## config.mk

```make
export PLATFORM = sky130hd
export DESIGN_NAME = hsv_to_rgb_converter_flat
export DESIGN_NICKNAME = d
export VERILOG_FILES = /design/src/sv/hsv_pkg.sv /design/src/sv/hsv_in_if.sv /design/src/sv/hsv_out_if.sv /design/src/sv/hsv_to_rgb_converter.sv /design/src/sv/hsv_hue_split.sv /design/src/sv/hsv_level_unit.sv /design/src/flat_wrapper.sv
export SDC_FILE = /design/constraint.sdc
export NUM_CORES = 2
export LEC_CHECK = 0
export BUFFER_PORTS_ARGS = -buffer_cell sky130_fd_sc_hd__buf_4
export CORE_UTILIZATION = 26
export CTS_BUF_LIST = sky130_fd_sc_hd__clkbuf_16
export CTS_CLUSTER_DIAMETER = 200
export DETAILED_ROUTE_END_ITERATION = 7
export SKIP_LAST_GASP = 1
export SLEW_MARGIN = 30
export SYNTH_ARGS = -nofsm -noshare
export SYNTH_HDL_FRONTEND = slang
export SYNTH_SLANG_ARGS = --single-unit
```

## constraint.sdc

```tcl
create_clock -name clk -period 17.6 [get_ports clk]
set_clock_uncertainty 0.1 [all_clocks]
set_input_delay 3.52 -clock clk [delete_from_list [all_inputs] [get_ports clk]]
set_output_delay 3.52 -clock clk [all_outputs]
set_load 0.01 [all_outputs]
```

## src/sv/hsv_pkg.sv

```systemverilog
package hsv_pkg;

  localparam int HUE_FRAC_BITS = 6;
  localparam int HUE_W         = 15;
  localparam int CH_W          = 8;

  localparam int SECTOR_UNITS = 60 << HUE_FRAC_BITS;
  localparam int CIRCLE_UNITS = 360 << HUE_FRAC_BITS;
  localparam int CIRC_W       = $clog2(CIRCLE_UNITS + 1);
  localparam int WK           = ((HUE_W > CIRC_W) ? HUE_W : CIRC_W) + 1;
  localparam int D_W          = $clog2(SECTOR_UNITS + 1);

  // hue modulo circle: reciprocal estimate, low by at most one
  localparam int KC   = HUE_W + 1;
  localparam int MC   = (1 << KC) / CIRCLE_UNITS;
  localparam int MC_W = $clog2(MC + 2);
  localparam int PC_W = HUE_W + MC_W;
  localparam int RW   = HUE_W + CIRC_W;

  // channel level: v * (255*D - s*k) / (255*D)
  localparam int LEV_W     = $clog2(255 * SECTOR_UNITS + 1);
  localparam int N_W       = LEV_W + CH_W;
  localparam int LVL_SHIFT = HUE_FRAC_BITS + 2;
  localparam int LVL_DIV   = (255 * SECTOR_UNITS) / (1 << LVL_SHIFT);
  localparam int X_W       = $clog2(255 * LVL_DIV + 1);
  localparam int KQ        = 32;
  localparam longint MQ    = (64'd1 << KQ) / LVL_DIV;
  localparam int MQ_W      = $clog2(MQ + 1);
  localparam int PQ_W      = X_W + MQ_W;

  typedef logic [HUE_W-1:0] hue_t;
  typedef logic [CH_W-1:0]  chan_t;
  typedef logic [D_W-1:0]   krem_t;

  typedef enum logic [2:0] {
    SEC_RY = 3'd0,
    SEC_YG = 3'd1,
    SEC_GC = 3'd2,
    SEC_CB = 3'd3,
    SEC_BM = 3'd4,
    SEC_MR = 3'd5
  } sector_t;

  typedef struct packed {
    logic ld_in;
    logic ld_mulc;
    logic ld_mod;
    logic ld_sect;
    logic ld_diff;
    logic ld_num;
    logic ld_recip;
    logic ld_out;
  } pipe_ld_t;

endpackage

```

## src/sv/hsv_in_if.sv

```systemverilog
interface hsv_in_if import hsv_pkg::*; ();
  logic  valid;
  logic  ready;
  hue_t  hue;
  chan_t saturation;
  chan_t brightness;

  modport source (output valid, hue, saturation, brightness, input ready);
  modport sink (input valid, hue, saturation, brightness, output ready);
endinterface

```

## src/sv/hsv_out_if.sv

```systemverilog
interface hsv_out_if import hsv_pkg::*; ();
  logic  valid;
  logic  ready;
  chan_t red;
  chan_t green;
  chan_t blue;

  modport source (output valid, red, green, blue, input ready);
  modport sink (input valid, red, green, blue, output ready);
endinterface

```

## src/sv/hsv_to_rgb_converter.sv

```systemverilog
// channel  dir  handshake            payload
// pix_in   in   valid / ready        hue[14:0], saturation[7:0], brightness[7:0]
// pix_out  out  valid / ready        red[7:0], green[7:0], blue[7:0]
//
// eight register stages, one item per cycle while pix_out is ready
// depth set by hue modulo, sector split and the reciprocal divide per channel
// rst clears all stage valid bits, payload registers are not reset
// each stage loads when empty or when the next stage loads, so bubbles close
// a held output stalls the pipe back to pix_in only once all stages are full
module hsv_to_rgb_converter import hsv_pkg::*; (
  input logic       clk,
  input logic       rst,
  hsv_in_if.sink    pix_in,
  hsv_out_if.source pix_out
);

  pipe_ld_t   ld;
  logic [7:0] vld;

  hue_t    h1;
  chan_t   s1, s2, s3, s4;
  chan_t   v1, v2, v3, v4, v5, v6, v7;
  sector_t sector4, sec5, sec6, sec7;
  krem_t   rem4, rem_inv4;
  chan_t   lvl_p, lvl_q, lvl_t;
  chan_t   red, green, blue;
  chan_t   red_next, green_next, blue_next;

  always_comb begin
    ld.ld_out   = !vld[7] || pix_out.ready;
    ld.ld_recip = !vld[6] || ld.ld_out;
    ld.ld_num   = !vld[5] || ld.ld_recip;
    ld.ld_diff  = !vld[4] || ld.ld_num;
    ld.ld_sect  = !vld[3] || ld.ld_diff;
    ld.ld_mod   = !vld[2] || ld.ld_sect;
    ld.ld_mulc  = !vld[1] || ld.ld_mod;
    ld.ld_in    = !vld[0] || ld.ld_mulc;
  end

  assign pix_in.ready  = ld.ld_in;
  assign pix_out.valid = vld[7];
  assign pix_out.red   = red;
  assign pix_out.green = green;
  assign pix_out.blue  = blue;

  always_ff @(posedge clk) begin
    if (rst) begin
      vld <= '0;
    end else begin
      if (ld.ld_in)    vld[0] <= pix_in.valid;
      if (ld.ld_mulc)  vld[1] <= vld[0];
      if (ld.ld_mod)   vld[2] <= vld[1];
      if (ld.ld_sect)  vld[3] <= vld[2];
      if (ld.ld_diff)  vld[4] <= vld[3];
      if (ld.ld_num)   vld[5] <= vld[4];
      if (ld.ld_recip) vld[6] <= vld[5];
      if (ld.ld_out)   vld[7] <= vld[6];
    end
  end

  always_ff @(posedge clk) begin
    if (ld.ld_in) begin
      h1 <= pix_in.hue;
      s1 <= pix_in.saturation;
      v1 <= pix_in.brightness;
    end
    if (ld.ld_mulc) begin
      s2 <= s1;
      v2 <= v1;
    end
    if (ld.ld_mod) begin
      s3 <= s2;
      v3 <= v2;
    end
    if (ld.ld_sect) begin
      s4 <= s3;
      v4 <= v3;
    end
    if (ld.ld_diff) begin
      v5   <= v4;
      sec5 <= sector4;
    end
    if (ld.ld_num) begin
      v6   <= v5;
      sec6 <= sec5;
    end
    if (ld.ld_recip) begin
      v7   <= v6;
      sec7 <= sec6;
    end
  end

  hsv_hue_split u_split (
    .clk     (clk),
    .ld      (ld),
    .hue     (h1),
    .sector  (sector4),
    .rem     (rem4),
    .rem_inv (rem_inv4)
  );

  hsv_level_unit u_level_p (
    .clk   (clk),
    .ld    (ld),
    .s     (s4),
    .v     (v4),
    .k     (D_W'(SECTOR_UNITS)),
    .level (lvl_p)
  );

  hsv_level_unit u_level_q (
    .clk   (clk),
    .ld    (ld),
    .s     (s4),
    .v     (v4),
    .k     (rem4),
    .level (lvl_q)
  );

  hsv_level_unit u_level_t (
    .clk   (clk),
    .ld    (ld),
    .s     (s4),
    .v     (v4),
    .k     (rem_inv4),
    .level (lvl_t)
  );

  always_comb begin
    case (sec7)
      SEC_RY: begin
        red_next = v7;    green_next = lvl_t; blue_next = lvl_p;
      end
      SEC_YG: begin
        red_next = lvl_q; green_next = v7;    blue_next = lvl_p;
      end
      SEC_GC: begin
        red_next = lvl_p; green_next = v7;    blue_next = lvl_t;
      end
      SEC_CB: begin
        red_next = lvl_p; green_next = lvl_q; blue_next = v7;
      end
      SEC_BM: begin
        red_next = lvl_t; green_next = lvl_p; blue_next = v7;
      end
      default: begin
        red_next = v7;    green_next = lvl_p; blue_next = lvl_q;
      end
    endcase
  end

  always_ff @(posedge clk) begin
    if (ld.ld_out) begin
      red   <= red_next;
      green <= green_next;
      blue  <= blue_next;
    end
  end

  a_room_when_empty: assert property (@(posedge clk) disable iff (rst)
    !vld[0] |-> pix_in.ready)
    else $error("input stage empty but not ready");

  a_drain_to_out: assert property (@(posedge clk) disable iff (rst)
    vld[6] && !vld[7] |=> vld[7])
    else $error("item lost before output register");

  a_levels_below_v: assert property (@(posedge clk) disable iff (rst)
    vld[6] |-> (lvl_p <= v7) && (lvl_q <= v7) && (lvl_t <= v7))
    else $error("channel level above value");

  a_p_lowest: assert property (@(posedge clk) disable iff (rst)
    vld[6] |-> (lvl_p <= lvl_q) && (lvl_p <= lvl_t))
    else $error("p level above q or t");

endmodule

```

## src/sv/hsv_hue_split.sv

```systemverilog
module hsv_hue_split import hsv_pkg::*; (
  input  logic     clk,
  input  pipe_ld_t ld,
  input  hue_t     hue,
  output sector_t  sector,
  output krem_t    rem,
  output krem_t    rem_inv
);

  localparam logic [MC_W-1:0] MC_C = MC_W'(MC);

  hue_t              h2;
  logic [PC_W-1:0]   pc2;
  hue_t              hm;
  hue_t              qc;
  logic [RW-1:0]     prod_c;
  logic [RW-1:0]     hr;
  hue_t              hm_next;
  logic [WK-1:0]     hm_w;
  logic [WK-1:0]     base;
  sector_t           sector_next;

  always_ff @(posedge clk) begin
    if (ld.ld_mulc) begin
      h2  <= hue;
      pc2 <= PC_W'(hue) * PC_W'(MC_C);
    end
  end

  // one correction step after the reciprocal estimate
  always_comb begin
    qc     = HUE_W'(pc2 >> KC);
    prod_c = RW'(qc) * RW'(CIRCLE_UNITS);
    hr     = RW'(h2) - prod_c;
    if (hr >= RW'(CIRCLE_UNITS)) begin
      hm_next = HUE_W'(hr - RW'(CIRCLE_UNITS));
    end else begin
      hm_next = HUE_W'(hr);
    end
  end

  always_ff @(posedge clk) begin
    if (ld.ld_mod) begin
      hm <= hm_next;
    end
  end

  always_comb begin
    hm_w        = WK'(hm);
    base        = '0;
    sector_next = SEC_RY;
    for (int j = 1; j < 6; j++) begin
      if (hm_w >= WK'(j * SECTOR_UNITS)) begin
        base        = WK'(j * SECTOR_UNITS);
        sector_next = sector_t'(3'(j));
      end
    end
  end

  always_ff @(posedge clk) begin
    if (ld.ld_sect) begin
      sector  <= sector_next;
      rem     <= D_W'(hm_w - base);
      rem_inv <= D_W'(WK'(SECTOR_UNITS) + base - hm_w);
    end
  end

endmodule

```

## src/sv/hsv_level_unit.sv

```systemverilog
module hsv_level_unit import hsv_pkg::*; (
  input  logic     clk,
  input  pipe_ld_t ld,
  input  chan_t    s,
  input  chan_t    v,
  input  krem_t    k,
  output chan_t    level
);

  localparam logic [LEV_W-1:0] LEV_TOP = LEV_W'(255 * SECTOR_UNITS);
  localparam logic [MQ_W-1:0]  MQ_C    = MQ_W'(MQ);

  logic [LEV_W-1:0] a5;
  chan_t            v5;
  logic [N_W-1:0]   n;
  logic [X_W-1:0]   x6;
  logic [X_W-1:0]   x7;
  logic [PQ_W-1:0]  pq7;
  chan_t            qe;
  logic [X_W-1:0]   back;
  logic [X_W-1:0]   r;

  always_ff @(posedge clk) begin
    if (ld.ld_diff) begin
      a5 <= LEV_TOP - LEV_W'(s) * LEV_W'(k);
      v5 <= v;
    end
  end

  assign n = N_W'(v5) * N_W'(a5);

  always_ff @(posedge clk) begin
    if (ld.ld_num) begin
      x6 <= X_W'(n >> LVL_SHIFT);
    end
  end

  always_ff @(posedge clk) begin
    if (ld.ld_recip) begin
      pq7 <= PQ_W'(x6) * PQ_W'(MQ_C);
      x7  <= x6;
    end
  end

  // estimate is exact or one low
  always_comb begin
    qe   = CH_W'(pq7 >> KQ);
    back = X_W'(qe) * X_W'(LVL_DIV);
    r    = x7 - back;
    if (r >= X_W'(LVL_DIV)) begin
      level = qe + CH_W'(1);
    end else begin
      level = qe;
    end
  end

endmodule
```

## src/flat_wrapper.sv

```systemverilog
// flat-port wrapper written by rule: the top's interface ports become plain ports
module hsv_to_rgb_converter_flat import hsv_pkg::*;
  (clk, rst, pix_in_valid, pix_in_hue, pix_in_saturation, pix_in_brightness, pix_in_ready, pix_out_valid, pix_out_red, pix_out_green, pix_out_blue, pix_out_ready);
  hsv_in_if pix_in_i ();
  hsv_out_if pix_out_i ();
  input logic clk;
  input logic rst;
  input wire logic [$bits(pix_in_i.valid)-1:0] pix_in_valid;
  input wire logic [$bits(pix_in_i.hue)-1:0] pix_in_hue;
  input wire logic [$bits(pix_in_i.saturation)-1:0] pix_in_saturation;
  input wire logic [$bits(pix_in_i.brightness)-1:0] pix_in_brightness;
  output wire logic [$bits(pix_in_i.ready)-1:0] pix_in_ready;
  output wire logic [$bits(pix_out_i.valid)-1:0] pix_out_valid;
  output wire logic [$bits(pix_out_i.red)-1:0] pix_out_red;
  output wire logic [$bits(pix_out_i.green)-1:0] pix_out_green;
  output wire logic [$bits(pix_out_i.blue)-1:0] pix_out_blue;
  input wire logic [$bits(pix_out_i.ready)-1:0] pix_out_ready;
  assign pix_in_i.valid = pix_in_valid;
  assign pix_in_i.hue = pix_in_hue;
  assign pix_in_i.saturation = pix_in_saturation;
  assign pix_in_i.brightness = pix_in_brightness;
  assign pix_in_ready = pix_in_i.ready;
  assign pix_out_valid = pix_out_i.valid;
  assign pix_out_red = pix_out_i.red;
  assign pix_out_green = pix_out_i.green;
  assign pix_out_blue = pix_out_i.blue;
  assign pix_out_i.ready = pix_out_ready;
  hsv_to_rgb_converter u_core (.clk(clk), .rst(rst), .pix_in(pix_in_i), .pix_out(pix_out_i));
endmodule
```

======== Word level (Yosys, flattened, before mapping) ========
Index checks and enable logic that the tools add are counted.
storage, ports and cells
  output and inout bits ................... 26
  bits of input ports ..................... 35
  register bits after elaboration ......... 501
operators by class
  reduce and logical (&&, ||, !) cells .... 22
  magnitude comparators ................... 9
  multiplexer cells ....................... 16
  multipliers ............................. 12
  equal/unequal tests ..................... 4
  add/sub/neg operators ................... 13
operators by type and width
  operator                                                                  number
  20-bit by 21-bit multiplier with 40-bit output (second input constant)    3
  8-bit by 20-bit multiplier with 28-bit output                             3
  8-bit case mux with 3 select lines                                        3
  20-bit by 12-bit >= comparator with 1-bit output (second input constant)  3
  8-bit by 12-bit multiplier with 20-bit output (second input constant)     3
  12-bit two-way mux                                                        5
  20-bit subtractor                                                         3
  20-bit subtractor (first input constant)                                  3
  8-bit by 12-bit multiplier with 20-bit output                             2
  15-bit by 14-bit >= comparator with 1-bit output (second input constant)  2
  15-bit >= comparator (second input constant)                              2
  8-bit by 1-bit adder with 8-bit output (second input constant)            3
  8-bit two-way mux                                                         3
  12-bit subtractor                                                         2
  15-bit by 12-bit >= comparator with 1-bit output (second input constant)  1
  15-bit by 13-bit >= comparator with 1-bit output (second input constant)  1
  15-bit two-way mux                                                        1
  15-bit subtractor (second input constant)                                 1
  12-bit adder (first input constant)                                       1
  8-bit by 4-bit multiplier with 12-bit output (second input constant)      1
  2-bit OR reduction                                                        5
  1-bit logical NOT                                                         8
  1-bit logical OR                                                          8
  3-bit by 2-bit equality test with 1-bit output (second input constant)    2
  5 further kinds                                                           7

======== Logic depth before layout (Yosys ltp) ========
  depth after elaboration ................. 9
  mapped depth ............................ 25

======== By module ========
From an unflattened synthesis, not the netlist that was laid out.
unflattened totals
  cell total of the unflattened synthesis .. 6,011
  area total of the unflattened synthesis .. 62,148.4 µm²
by module, submodules not included
  module                             cells an instance  area each (µm²)  sequential area each (µm²)  times used
  hsv_level_unit (u_core.u_level_q)  1,833              18,119.9         2,282.2                     1
  hsv_level_unit (u_core.u_level_p)  1,867              18,114.9         2,282.2                     1
  hsv_level_unit (u_core.u_level_t)  1,821              18,044.8         2,282.2                     1
  hsv_to_rgb_converter               328                5,456.5          4,244.1                     1
  hsv_hue_split                      162                2,412.3          1,681.6                     1

======== Worst setup path before layout ========
Ideal clock, no wire load.
  kind .................................... input to output
  start ................................... in pix_out_ready
  end ..................................... out pix_in_ready
  setup slack ............................. 7.879 ns
  data arrival time ....................... 6.101 ns
  stages .................................. 6
  cell sequence ........................... nor2b_1 -> and2_1 -> and3_1 -> clkbuf_1 -> nand4_1 -> or2_2
RTL lines
  element          RTL line            text
  start, declared  flat_wrapper.sv:17  input wire logic [$bits(pix_out_i.ready)-1:0] pix_out_ready;
  end, declared    flat_wrapper.sv:12  output wire logic [$bits(pix_in_i.ready)-1:0] pix_in_ready;

==> run summary <==
The flow ran to the end, and the final reports show no timing, DRC or antenna violations. The total detailed-routing wirelength is about 120000 µm. Cells fill between 20 and 30% of the core in the end.

Synthesis produced 5389 cells. The root buffer cell chosen for the clock tree is clkbuf_16. The wire length per cell after detailed routing came out at 14.0 µm. TritonCTS built the clock tree. The number of flops mapped to enable cells by yosys came out at 387. The number of antenna violations at the first check in global routing is 2.

The worst pin sits at a relative slew slack of 43.5%. Setup repair after global routing left no endpoint under its margin. The worst register-to-register path ends at u_core.pix_out.blue[6]. The fraction of layout cells with a size suffix above 1 is 3.59%. For this run, the leading register cell type out of synthesis is edfxtp_1. The cell type with the highest occurrence count on the critical path is buf_4. The slew at the pin closest to its max-slew limit came out at ~840 ps. In this run the most critical hold path is launched from u_core.v4[3].

The deepest clock path buffer count came out at 3. Detailed routing inserted a total of ~36000 vias. STA classifies the critical path startpoint as an input pin. The endpoint of the worst hold path is u_core.v5[3].

The synthesized flop and latch total came out at 395. The share of synthesized area occupied by flip-flops and latches came out at 21.0%. In this run, the number of DRC markers left after iteration 0 of detailed routing was 1820.

The average footprint of a synthesized cell came out at 10.4 µm². Yosys printed 0 warnings. The sequential cells in the finished layout cover a total of 0.0118 mm². The classification of the worst setup path is in -> out.

The number of core rows is 170. The clock-pin slew reported for the worst setup and hold paths after clock tree synthesis is 60 ps. The number of max-cap violations is 0. The total CTS buffers is 45. The worst register-to-register path begins at u_core.u_level_t.pq7[35]. The netlist uses 87 different library cells.

The total area inside the core boundary comes to 0.214 mm². The total number of clock tree sinks is 395. The first-pass iteration count of the detailed router came out at 5.

The largest stage delay on the critical path came out at 600 ps. The final count of hold timing violations came out at 0. The global routing usage summed across all routing layers is 10.9%. The number of cells traversed by the worst register-to-register path is 20. STA classifies the critical path endpoint as an output pin. The proportion of synthesized flip-flops having asynchronous set or reset is 0%. The number of port buffers is 60. The wire length of the first global-routing pass is around 200000 µm. The total congestion overflow after global routing came out at 0. The effective utilization at floorplan came out at 26.1%. The count of final max-slew check failures came to 0. The maximum number of pins on one net before global-route repair is 67.

The number of global-route vias before repair came out at 38900. The signal on the critical path passes through buf_4 > nor2b_1 > and2_1 > and3_1 > nand4_1 > buf_4 > or2_2 > buf_4. The post-synth net total came out at 7205. The fmax came out at 103 MHz. The required time at the endpoint of the critical path is approximately 14000 ps. The reg2reg setup slack is approximately 11000 ps. For the finished layout, the period the worst path requires is 9750 ps. The H-tree was split into 2 levels.

The summed negative setup slack over all endpoints is 0 ps. Among all stages on the critical path, the largest delay is contributed by or2_2. The cts-stage hold buffer count came out at 0. The min-delay analysis places its worst path in the category reg -> reg. The total half-perimeter wirelength after legalization and detailed placement came out at 94700 µm. The die outline width came out at 466 µm. The cell count of the worst hold path is 0.

The floorplan step set the die height to around 470 µm. For the worst-skew pair, the clock arrives at the later sink with an insertion delay of 610 ps. Counting tap cells, the placed design contains a total of 8219 instances. The number of placed I/O pins is 61. Post-CTS repair changed the size of 0 cells. The area growth from synthesis to layout is 9.60%. The setup fix buffers added after clock tree synthesis is 0.

In this run the cell area of the synthesized design comes to 0.0560 mm². The share of the clock period used by the worst path after layout is 55.4%. In this run the remaining antenna-violating nets after routing total 0. The via density per instance is 4.34.

The final-report setup violation count came out at 0. The floorplan die area is 0.217 mm². The total DRC errors in the routed layout came out at 0. The non-filler instance count after layout came out at 8303.

The final estimated routing congestion in global placement came out at 0.863. The layout net count is 7244. In the final layout, the multi-input gates occupy 0.0392 mm². Along the worst path, the maximum fanout reaches 33. The arrival time of data at the critical path endpoint is slightly above 6000 ps. The number of filler cells placed in the layout came out at 22200.
==> routing by layer <==
layer	track usage, %	vias up	part of all wire, %
met3	1.30	105	4.0
met2	18.0	566	45
met5	0	-	0
met1	15.3	17900	49
met4	2.02	0	1.6
li1	-	17400	-
==> stage by stage <==
step | hold slack [ps] | instance area, µm² | setup WS (ps)
floorplan | 300 | 56000 | 7880
finish | 304 | 61400 | 7850
CTS | 307 | 61400 | 7760
global placement | 304 | 59900 | 7850
global route | 317 | 61400 | 7620
detailed placement | 305 | 59900 | 7780
==> cell usage after synthesis, types with 25 or more instances <==
master,number,area share [%]
nand3_1,53,0.47
a21o_1,52,0.70
ha_1,1005,22
o21a_1,29,0.39
o21ai_0,79,0.71
nor3_1,54,0.48
xnor2_1,139,2.2
nand2_1,376,2.5
a21oi_1,130,1.2
clkbuf_1,89,0.60
and3_1,25,0.28
nor2_1,171,1.1
fa_1,776,28
edfxtp_1,387,21
xor2_1,44,0.69
and2_1,344,3.8
inv_1,1242,8.3
a31oi_1,26,0.29
==> worst max-delay path, delay by kind of cell <==
kind,cells,cell delay [ps]
buffers and inverters,3,660
and+or+nand+nor,5,1940
==> cell type report <==
type,count,area share (%)
clock inverter,38,0.636
tap,2838,5.78
inverter,1243,7.60
antenna,1,0.00407
sequential,395,19.2
timing repair buffer,86,1.07
clock buffer,45,1.83
multi-input combinational,3657,63.9
==> worst max-delay path by stage <==
stage | startpoint | end
3_5_place_dp | pix_out_ready | pix_in_ready
3_3_place_gp | pix_out_ready | pix_in_ready
5_1_grt | pix_out_ready | pix_in_ready
4_1_cts | pix_out_ready | pix_in_ready
2_1_floorplan | pix_out_ready | pix_in_ready
6_report | pix_out_ready | pix_in_ready
==> flip-flops by register name, summed over array words and instances, names as in the netlist, 15 cells and up <==
| register | cells |
|---|---|
| u_core.u_split.h2 | 15 |
| u_core.u_level_t.x6 | 20 |
| u_core.h1 | 15 |
| u_core.u_level_q.a5 | 19 |
| u_core.u_split.hm | 15 |
| u_core.u_level_q.x7 | 20 |
| u_core.u_level_p.x7 | 20 |
| u_core.u_level_t.a5 | 20 |
| u_core.u_level_q.x6 | 20 |
| u_core.u_level_t.x7 | 20 |
| u_core.u_level_p.x6 | 20 |
==> logic make-up (layout without fill, tap and decap cells) <==
family | Yosys count | after routing | share of synthesized area [%]
buffers and inverters | 1337 | 1412 | 8.98
and+or+nand+nor | 1159 | 1159 | 10.4
xor gates and xnor gates | 183 | 183 | 2.86
muxes | 17 | 17 | 0.315
AOI/OAI and AO/OA | 516 | 516 | 6.26
DFF | 395 | 395 | 21.0
other | 0 | 1 | 0
adders and majority gates | 1782 | 1782 | 50.2
==> placed cells by master, fill, tap and decap left out, types with 12 or more instances in the layout <==
cell type / instances
and2_1: 344
nor2_1: 171
fa_1: 776
a211oi_1: 12
nor3_1: 54
mux2i_1: 12
edfxtp_1: 387
or3_1: 15
a21boi_0: 13
xnor2_1: 139
a21o_1: 52
buf_4: 85
inv_1: 1247
or2_2: 17
nand4_1: 24
xor2_1: 44
a31oi_1: 26
o21bai_1: 16
and3_1: 25
nor2b_1: 23
a21oi_1: 130
o21a_1: 29
nand2b_1: 17
nand2_1: 374
o21ai_0: 79
ha_1: 1005
clkbuf_16: 45
o21ai_1: 18
o211ai_1: 22
nand3_1: 53
Power is left out: the tool's default activity adds up to more than one toggle a clock period on the data nets, which glitch-free logic cannot reach.
